===== src/tbrl_pkg.sv =====
// Shared constants, codes and types of the token bucket rate limiter.
`default_nettype none

package tbrl_pkg;

    localparam int TIME_BITS_DEF  = 48;
    localparam int COUNT_BITS_DEF = 32;
    localparam int RATE_BITS      = 16;
    localparam int OUT_BITS       = 32;
    localparam int OUT_DATA_W     = 2 * OUT_BITS;

    typedef logic [1:0] opcode_t;

    localparam opcode_t OP_START   = 2'd0;
    localparam opcode_t OP_REQUEST = 2'd1;
    localparam opcode_t OP_REQUIRE = 2'd2;

    typedef logic cfg_index_t;

    localparam cfg_index_t CFG_TOKEN_RATE      = 1'b0;
    localparam cfg_index_t CFG_BUCKET_CAPACITY = 1'b1;

    typedef struct packed {
        logic busy;
        logic done;
    } unit_status_t;

endpackage

`default_nettype wire


===== src/token_bucket_rate_limiter.sv =====
// Top level of the token bucket rate limiter: sequencer, bucket state and stream ports.
// One beat is taken at a time. A start, an unused opcode or a require at rate zero goes from
// decode straight to the done state, and a refill that reaches capacity straight from the
// elapsed time passes through check and act first. A refill through the bit-serial multiplier
// adds the multiply state, one rate bit per step until the multiplier finishes, and the sum
// state that adds. A require that runs short of tokens then adds the bit-serial divider state
// and the finish state. The next beat is accepted as soon as the sequencer is back in idle,
// while the previous result may still wait in the output register.
`default_nettype none

module token_bucket_rate_limiter #(
    parameter int TIME_BITS  = tbrl_pkg::TIME_BITS_DEF,
    parameter int COUNT_BITS = tbrl_pkg::COUNT_BITS_DEF,
    localparam int IN_W  = ((TIME_BITS + COUNT_BITS + 7) / 8) * 8,
    localparam int CFG_W = (COUNT_BITS > tbrl_pkg::RATE_BITS) ? COUNT_BITS
                                                              : tbrl_pkg::RATE_BITS
) (
    input  logic                             aclk,
    input  logic                             aresetn,
    input  logic                             s_axis_tvalid,
    output logic                             s_axis_tready,
    // now_ticks, amount, zero padding
    input  logic [IN_W-1:0]                  s_axis_tdata,
    // opcode
    input  tbrl_pkg::opcode_t                s_axis_tuser,
    output logic                             m_axis_tvalid,
    input  logic                             m_axis_tready,
    // granted, wait_ticks
    output logic [tbrl_pkg::OUT_DATA_W-1:0]  m_axis_tdata,
    // error
    output logic                             m_axis_tuser,
    input  logic                             cfg_we,
    input  tbrl_pkg::cfg_index_t             cfg_index,
    input  logic [CFG_W-1:0]                 cfg_wdata
);
    import tbrl_pkg::*;

    localparam int WW = (TIME_BITS > COUNT_BITS) ? TIME_BITS : COUNT_BITS;
    localparam int SW = WW + 1;
    localparam int PW = COUNT_BITS + RATE_BITS;
    localparam int CW1 = COUNT_BITS + 1;

    localparam logic [3:0] ST_IDLE   = 4'd0;
    localparam logic [3:0] ST_DECODE = 4'd1;
    localparam logic [3:0] ST_CHECK  = 4'd2;
    localparam logic [3:0] ST_MUL    = 4'd3;
    localparam logic [3:0] ST_SUM    = 4'd4;
    localparam logic [3:0] ST_ACT    = 4'd5;
    localparam logic [3:0] ST_DIV    = 4'd6;
    localparam logic [3:0] ST_FIN    = 4'd7;
    localparam logic [3:0] ST_DONE   = 4'd8;

    logic [3:0]            state_reg;
    logic                  m_valid_reg;
    logic [RATE_BITS-1:0]  rate_reg;
    logic [COUNT_BITS-1:0] cap_reg;
    logic [COUNT_BITS-1:0] tokens_reg;
    logic [TIME_BITS-1:0]  last_reg;

    opcode_t               op_reg;
    logic [TIME_BITS-1:0]  now_reg;
    logic [COUNT_BITS-1:0] amt_reg;
    logic [TIME_BITS-1:0]  t_reg;
    logic [TIME_BITS-1:0]  elapsed_reg;
    logic [OUT_BITS-1:0]   res_granted_reg;
    logic [OUT_BITS-1:0]   res_wait_reg;
    logic                  res_error_reg;
    logic [OUT_BITS-1:0]   m_granted_reg;
    logic [OUT_BITS-1:0]   m_wait_reg;
    logic                  m_error_reg;

    logic                  accept;
    logic                  out_free;
    logic                  stale;
    logic                  refill_full;
    logic                  short_of;
    logic [COUNT_BITS-1:0] grant_min;
    logic [CW1-1:0]        tok_sum;
    logic [COUNT_BITS-1:0] refill_val;
    logic [SW-1:0]         time_sum;
    logic [TIME_BITS-1:0]  last_wait;
    logic [OUT_BITS-1:0]   wait_sat;

    logic [PW-1:0]         product;
    logic [COUNT_BITS-1:0] quotient;
    unit_status_t          mul_status;
    unit_status_t          div_status;
    logic                  mul_start;
    logic                  div_start;

    assign s_axis_tready = (state_reg == ST_IDLE);
    assign accept        = s_axis_tvalid && s_axis_tready;
    assign out_free      = !m_valid_reg || m_axis_tready;

    assign stale       = now_reg < last_reg;
    assign refill_full = (rate_reg != '0) && (WW'(elapsed_reg) >= WW'(cap_reg));
    assign short_of    = amt_reg > tokens_reg;
    assign grant_min   = (tokens_reg < amt_reg) ? tokens_reg : amt_reg;

    assign tok_sum    = CW1'(tokens_reg) + CW1'(product[COUNT_BITS-1:0]);
    assign refill_val = (product >= PW'(cap_reg) || tok_sum > CW1'(cap_reg))
                      ? cap_reg : tok_sum[COUNT_BITS-1:0];

    assign time_sum  = SW'(t_reg) + SW'(quotient);
    assign last_wait = (time_sum > SW'({TIME_BITS{1'b1}})) ? {TIME_BITS{1'b1}}
                                                           : time_sum[TIME_BITS-1:0];
    assign wait_sat  = ((quotient >> OUT_BITS) != '0) ? {OUT_BITS{1'b1}}
                                                      : OUT_BITS'(quotient);

    assign mul_start = (state_reg == ST_CHECK) && !refill_full;
    assign div_start = (state_reg == ST_ACT) && (op_reg == OP_REQUIRE) && short_of;

    tbrl_mul #(
        .A_BITS (COUNT_BITS)
    ) u_mul (
        .aclk    (aclk),
        .aresetn (aresetn),
        .start   (mul_start),
        .mcand   (COUNT_BITS'(elapsed_reg)),
        .mplier  (rate_reg),
        .product (product),
        .status  (mul_status)
    );

    tbrl_div #(
        .N_BITS (COUNT_BITS)
    ) u_div (
        .aclk     (aclk),
        .aresetn  (aresetn),
        .start    (div_start),
        .dividend (amt_reg - tokens_reg),
        .divisor  (rate_reg),
        .quotient (quotient),
        .status   (div_status)
    );

    always_ff @(posedge aclk) begin
        if (!aresetn) begin
            state_reg   <= ST_IDLE;
            m_valid_reg <= 1'b0;
            rate_reg    <= '0;
            cap_reg     <= '0;
            tokens_reg  <= '0;
            last_reg    <= '0;
        end else begin
            if (cfg_we) begin
                unique case (cfg_index)
                    CFG_TOKEN_RATE:      rate_reg <= RATE_BITS'(cfg_wdata);
                    CFG_BUCKET_CAPACITY: cap_reg  <= COUNT_BITS'(cfg_wdata);
                    default:             ;
                endcase
            end
            if (m_valid_reg && m_axis_tready && (state_reg != ST_DONE)) begin
                m_valid_reg <= 1'b0;
            end
            unique case (state_reg)
                ST_IDLE: begin
                    if (accept) begin
                        state_reg <= ST_DECODE;
                    end
                end
                ST_DECODE: begin
                    case (op_reg)
                        OP_START: begin
                            tokens_reg <= cap_reg;
                            last_reg   <= now_reg;
                            state_reg  <= ST_DONE;
                        end
                        OP_REQUEST: state_reg <= ST_CHECK;
                        OP_REQUIRE: state_reg <= (rate_reg == '0) ? ST_DONE : ST_CHECK;
                        default:    state_reg <= ST_DONE;
                    endcase
                end
                ST_CHECK: begin
                    if (refill_full) begin
                        tokens_reg <= cap_reg;
                        state_reg  <= ST_ACT;
                    end else begin
                        state_reg <= ST_MUL;
                    end
                end
                ST_MUL: begin
                    if (mul_status.done) begin
                        state_reg <= ST_SUM;
                    end
                end
                ST_SUM: begin
                    tokens_reg <= refill_val;
                    state_reg  <= ST_ACT;
                end
                ST_ACT: begin
                    if (op_reg == OP_REQUEST) begin
                        tokens_reg <= tokens_reg - grant_min;
                        last_reg   <= t_reg;
                        state_reg  <= ST_DONE;
                    end else if (!short_of) begin
                        tokens_reg <= tokens_reg - amt_reg;
                        last_reg   <= t_reg;
                        state_reg  <= ST_DONE;
                    end else begin
                        tokens_reg <= '0;
                        state_reg  <= ST_DIV;
                    end
                end
                ST_DIV: begin
                    if (div_status.done) begin
                        state_reg <= ST_FIN;
                    end
                end
                ST_FIN: begin
                    last_reg  <= last_wait;
                    state_reg <= ST_DONE;
                end
                ST_DONE: begin
                    if (out_free) begin
                        m_valid_reg <= 1'b1;
                        state_reg   <= ST_IDLE;
                    end
                end
                default: state_reg <= ST_IDLE;
            endcase
        end
    end

    always_ff @(posedge aclk) begin
        case (state_reg)
            ST_IDLE: begin
                if (accept) begin
                    op_reg  <= s_axis_tuser;
                    now_reg <= s_axis_tdata[TIME_BITS-1:0];
                    amt_reg <= s_axis_tdata[TIME_BITS+COUNT_BITS-1:TIME_BITS];
                end
            end
            ST_DECODE: begin
                t_reg           <= stale ? last_reg : now_reg;
                elapsed_reg     <= stale ? '0 : (now_reg - last_reg);
                res_granted_reg <= '0;
                res_wait_reg    <= '0;
                res_error_reg   <= (op_reg == OP_REQUIRE) && (rate_reg == '0);
            end
            ST_ACT: begin
                if (op_reg == OP_REQUEST) begin
                    res_granted_reg <= OUT_BITS'(grant_min);
                end else begin
                    res_granted_reg <= OUT_BITS'(amt_reg);
                end
            end
            ST_FIN: begin
                res_wait_reg <= wait_sat;
            end
            ST_DONE: begin
                if (out_free) begin
                    m_granted_reg <= res_granted_reg;
                    m_wait_reg    <= res_wait_reg;
                    m_error_reg   <= res_error_reg;
                end
            end
            default: ;
        endcase
    end

    assign m_axis_tvalid = m_valid_reg;
    assign m_axis_tdata  = {m_wait_reg, m_granted_reg};
    assign m_axis_tuser  = m_error_reg;

endmodule

`default_nettype wire


===== src/tbrl_mul.sv =====
// Bit-serial shift-and-add multiplier, one bit of the rate per cycle.
`default_nettype none

module tbrl_mul #(
    parameter int A_BITS = tbrl_pkg::COUNT_BITS_DEF
) (
    input  logic                                    aclk,
    input  logic                                    aresetn,
    input  logic                                    start,
    input  logic [A_BITS-1:0]                       mcand,
    input  logic [tbrl_pkg::RATE_BITS-1:0]          mplier,
    output logic [A_BITS+tbrl_pkg::RATE_BITS-1:0]   product,
    output tbrl_pkg::unit_status_t                  status
);
    import tbrl_pkg::*;

    localparam int PW = A_BITS + RATE_BITS;
    localparam int CW = $clog2(RATE_BITS + 1);

    logic [A_BITS-1:0]    mcand_reg;
    logic [RATE_BITS-1:0] mplier_reg;
    logic [PW-1:0]        acc_reg;
    logic [PW-1:0]        acc_next;
    logic [CW-1:0]        cnt_reg;
    logic                 busy_reg;
    logic                 done_reg;

    assign acc_next = {acc_reg[PW-2:0], 1'b0}
                    + (mplier_reg[RATE_BITS-1] ? PW'(mcand_reg) : PW'(0));

    always_ff @(posedge aclk) begin
        if (!aresetn) begin
            busy_reg <= 1'b0;
            done_reg <= 1'b0;
            cnt_reg  <= '0;
        end else begin
            done_reg <= 1'b0;
            if (start) begin
                busy_reg <= 1'b1;
                cnt_reg  <= '0;
            end else if (busy_reg) begin
                cnt_reg <= cnt_reg + CW'(1);
                if (cnt_reg == CW'(RATE_BITS - 1)) begin
                    busy_reg <= 1'b0;
                    done_reg <= 1'b1;
                end
            end
        end
    end

    always_ff @(posedge aclk) begin
        if (start) begin
            mcand_reg  <= mcand;
            mplier_reg <= mplier;
            acc_reg    <= '0;
        end else if (busy_reg) begin
            mplier_reg <= {mplier_reg[RATE_BITS-2:0], 1'b0};
            acc_reg    <= acc_next;
        end
    end

    assign product     = acc_reg;
    assign status.busy = busy_reg;
    assign status.done = done_reg;

endmodule

`default_nettype wire


===== src/tbrl_div.sv =====
// Bit-serial restoring divider, one quotient bit per cycle.
`default_nettype none

module tbrl_div #(
    parameter int N_BITS = tbrl_pkg::COUNT_BITS_DEF
) (
    input  logic                            aclk,
    input  logic                            aresetn,
    input  logic                            start,
    input  logic [N_BITS-1:0]               dividend,
    input  logic [tbrl_pkg::RATE_BITS-1:0]  divisor,
    output logic [N_BITS-1:0]               quotient,
    output tbrl_pkg::unit_status_t          status
);
    import tbrl_pkg::*;

    localparam int CW = $clog2(N_BITS + 1);

    logic [N_BITS-1:0]    dvd_reg;
    logic [N_BITS-1:0]    dvd_next;
    logic [RATE_BITS-1:0] dvs_reg;
    logic [RATE_BITS-1:0] rem_reg;
    logic [RATE_BITS-1:0] rem_next;
    logic [RATE_BITS:0]   trial;
    logic [RATE_BITS:0]   diff;
    logic                 fits;
    logic [CW-1:0]        cnt_reg;
    logic                 busy_reg;
    logic                 done_reg;

    assign trial    = {rem_reg, dvd_reg[N_BITS-1]};
    assign diff     = trial - {1'b0, dvs_reg};
    assign fits     = trial >= {1'b0, dvs_reg};
    assign rem_next = fits ? diff[RATE_BITS-1:0] : trial[RATE_BITS-1:0];
    assign dvd_next = {dvd_reg[N_BITS-2:0], fits};

    always_ff @(posedge aclk) begin
        if (!aresetn) begin
            busy_reg <= 1'b0;
            done_reg <= 1'b0;
            cnt_reg  <= '0;
        end else begin
            done_reg <= 1'b0;
            if (start) begin
                busy_reg <= 1'b1;
                cnt_reg  <= '0;
            end else if (busy_reg) begin
                cnt_reg <= cnt_reg + CW'(1);
                if (cnt_reg == CW'(N_BITS - 1)) begin
                    busy_reg <= 1'b0;
                    done_reg <= 1'b1;
                end
            end
        end
    end

    always_ff @(posedge aclk) begin
        if (start) begin
            dvd_reg <= dividend;
            dvs_reg <= divisor;
            rem_reg <= '0;
        end else if (busy_reg) begin
            dvd_reg <= dvd_next;
            rem_reg <= rem_next;
        end
    end

    assign quotient    = dvd_reg;
    assign status.busy = busy_reg;
    assign status.done = done_reg;

endmodule

`default_nettype wire


===== config.mk =====
export PLATFORM = sky130hd
export DESIGN_NAME = token_bucket_rate_limiter
export DESIGN_NICKNAME = d
export VERILOG_FILES = /design/src/tbrl_pkg.sv /design/src/token_bucket_rate_limiter.sv /design/src/tbrl_mul.sv /design/src/tbrl_div.sv
export SDC_FILE = /design/constraint.sdc
export NUM_CORES = 2
export LEC_CHECK = 0
export ABC_AREA = 1
export BUFFER_PORTS_ARGS = -buffer_cell sky130_fd_sc_hd__buf_2
export CAP_MARGIN = 5
export CELL_PAD_IN_SITES_DETAIL_PLACEMENT = 1
export CELL_PAD_IN_SITES_GLOBAL_PLACEMENT = 1
export CORE_AREA = 3 3 397 399
export CTS_BUF_LIST = sky130_fd_sc_hd__clkbuf_8 sky130_fd_sc_hd__clkbuf_16
export CTS_CLUSTER_DIAMETER = 100
export DETAILED_ROUTE_END_ITERATION = 12
export DIE_AREA = 0 0 400 402
export GPL_TIMING_DRIVEN = 0
export PLACE_DENSITY = 0.66
export SYNTH_ARGS = -nofsm -noshare
export SYNTH_HDL_FRONTEND = slang
export SYNTH_HIERARCHICAL = 1
export SYNTH_SLANG_ARGS = --single-unit

===== constraint.sdc =====
create_clock -name aclk -period 7.65 [get_ports aclk]
set_clock_uncertainty 0.15 [all_clocks]
set_input_delay 0.3825 -clock aclk [delete_from_list [all_inputs] [get_ports aclk]]
set_output_delay 0.3825 -clock aclk [all_outputs]
set_load 0.05 [all_outputs]

==> results.md <==
* Vias at about 43,000
* Max cap viols at 0
* First-pass GRT wire length at roughly 280 mm
* Setup Viol. Count Final at 0
* Min Tclk post-route at 6.25 ns
* Later-pin clock latency in the skew report at 0.71 ns
* DRC Markers at 0
* Leak at 24.2 nW
* CTS tree: done
* Mean Syn Cell Area at 7.37 um2
* Gpl congestion at slightly below 1
* Core box area at 0.154 mm2
* Power per standard cell area at 300 mW/mm2
* # Post-CTS Setup Buffers at 0
* Critical path capture point type: register
* Clk sinks at between 600 and 700
* Vias in the first global route at between 40,000 and 50,000
* Worst Path Arrival at about 6.7 ns
* Setup WS post-layout at 1.40 ns
* Die ar. at 0.161 mm2
* Die X at 400 um
* Antenna Nets Post-Route at 0
* Cells after Synth at 6,069
* Fmax at 160 MHz
* Setup Slack @ Placement at 1.64 ns
* Tot GR Track Use at a little under a quarter
* Final hold vios at 0
* Initial antenna violation count at 5
* Critical Path RT at 8.12 ns
* Pin count of the biggest net entering global routing at 41
* Share of cells above drive strength 1 at 8.61%
* Normalized max-slew margin at 17.8%
* I/O pins at 187
* Port Buffers at 186
* Worst vdd ir at 0.206 mV
* Pin slew with the least headroom to its limit at 1.23 ns
* Startpoint Class: register
* Dpl cell area at 0.0485 mm2
* RSZ-0062 raised after global routing: no
* CTS root buf: clkbuf_16
* Worst-path clk slew at 0.06 ns
* Layout Utilization at 33.8%
* TritonCTS Buffers at 75
* Number of core rows at 144
* Die H at 402 um
* Hold crit path type: in -> reg
* Crit-path max FO at 10
* Syn nets at roughly 6,500
* Final instance area at 0.0521 mm2
* Setup CP Type: reg -> reg
* DRT Pass-1 Iters at 6
* Placed Instances at 8,317
* Bufs on Longest Clock Path at 3
* Final period util at 81.7%
* H-tree depth at 3
* Congestion Overflow GR at 0
* Drt wl/cell at 22.3 um
* Dpl hpwl at 158 mm
* Ys Warns at 6
* Drt via density at 5.03
* Total power at around 16 mW
* Area Growth Syn to Fin at 16.6%
* Final nets at ~6,900
* Status: completed
* DRT iter0 DRCs at 3,040
* Fin. max-slew vios at 0
* Initial Util at between 20% and 30%
* Non-Filler Instances at 8,572
* Cell Area, Synth at roughly 0.045 mm2
* DRT Wirelength at between 150 and 200 mm
-- routing by layer --
metal / up-vias / wire length, um / GRT usage (%)
li1: 20800 / - / -
met1: 21000 / 87700 / 31.2
met2: 1040 / 88200 / 38.6
met3: 242 / 8900 / 2.95
met4: 0 / 5980 / 7.06
met5: - / 0 / 0
-- cells in the final DEF (no fill, tap or decap), types with 30 or more instances in the layout --
cell / n
nand3_2: 31
inv_1: 1026
a21oi_1: 538
nor2_2: 35
dfxtp_1: 212
edfxtp_1: 404
clkbuf_1: 114
dlygate4sd3_1: 114
nand3_1: 239
buf_2: 219
nor2_1: 471
clkbuf_16: 75
nand4_1: 56
nor3_1: 50
xor2_1: 124
xnor2_1: 60
nand2_1: 1425
a41oi_1: 32
o211ai_1: 30
nand2_2: 43
ha_1: 342
o21ai_0: 451
a31oi_1: 45
-- power by group --
group	total [mW]	internal [mW]	switching [mW]	leakage [nW]
Sequential	4.79	4.17	0.618	5.53
Combinational	7.27	2.24	5.03	17.4
Clock	3.56	1.98	1.58	1.29
Total	15.6	8.39	7.23	24.2
-- metrics by stage --
| step | setup TNS (ns) | hold WS (ns) |
|---|---|---|
| after global routing | 0 | 0.0818 |
| after detailed placement | 0 | 0.256 |
| after CTS | 0 | 0.0593 |
| after global placement | -692.69 | 0.252 |
| after floorplan | 0 | 0.250 |
| final | 0 | 0.103 |
-- worst max-delay path, cell delays in order, from the launching register on --
cell	delay, ns
dfxtp_1	0.77
ha_1	0.24
nand3_1	0.07
nand2_1	0.11
a21oi_1	0.15
o21ai_0	0.57
a21oi_1	0.20
o21ai_0	0.37
nand3_1	0.13
nand2_1	0.10
xnor2_1	0.12
inv_1	0.09
ha_1	0.28
nand2_1	0.06
nor4_1	0.56
inv_1	0.12
nor4_1	0.25
nand4_1	0.29
nand2_1	0.24
nand3_1	0.33
clkbuf_1	0.42
a21oi_1	0.22
o21ai_0	0.12
nand3_1	0.12
nand2_1	0.05
inv_1	0.04
-- repair_timing --
action                                  4_1_cts  5_1_grt
endpoints found under the setup margin        0        0
hold buffers                                114        0
endpoints found under the hold margin       119        0
resized for setup                             0        0
-- final cells by class --
| cell class | count | area (um2) |
|---|---|---|
| Timing Repair Buffer | 319 | 2360 |
| Buffer | 169 | 763 |
| Tap cell | 2044 | 2560 |
| Inverter | 1027 | 3850 |
| Antenna cell | 2 | 5.00 |
| Clock buffer | 81 | 1960 |
| Sequential cell | 616 | 16400 |
| Clock inverter | 57 | 502 |
| Fill cell | 19100 | 102000 |
| Multi-Input combinational cell | 4257 | 23800 |
-- path summary, 6_finish.rpt --
kind / from / to / slack (ns) / cells past startpoint
worst max register to register: tokens_reg[1] / tokens_reg[10] / 1.40 / 25
worst max-delay path: tokens_reg[1] / tokens_reg[10] / 1.40 / 25
worst min-delay path: aresetn / u_mul/busy_reg / 0.10 / 3
worst min register to register: res_wait_reg[5] / m_wait_reg[5] / 0.26 / 0
Note: power is estimated with default switching activity, not from simulation.
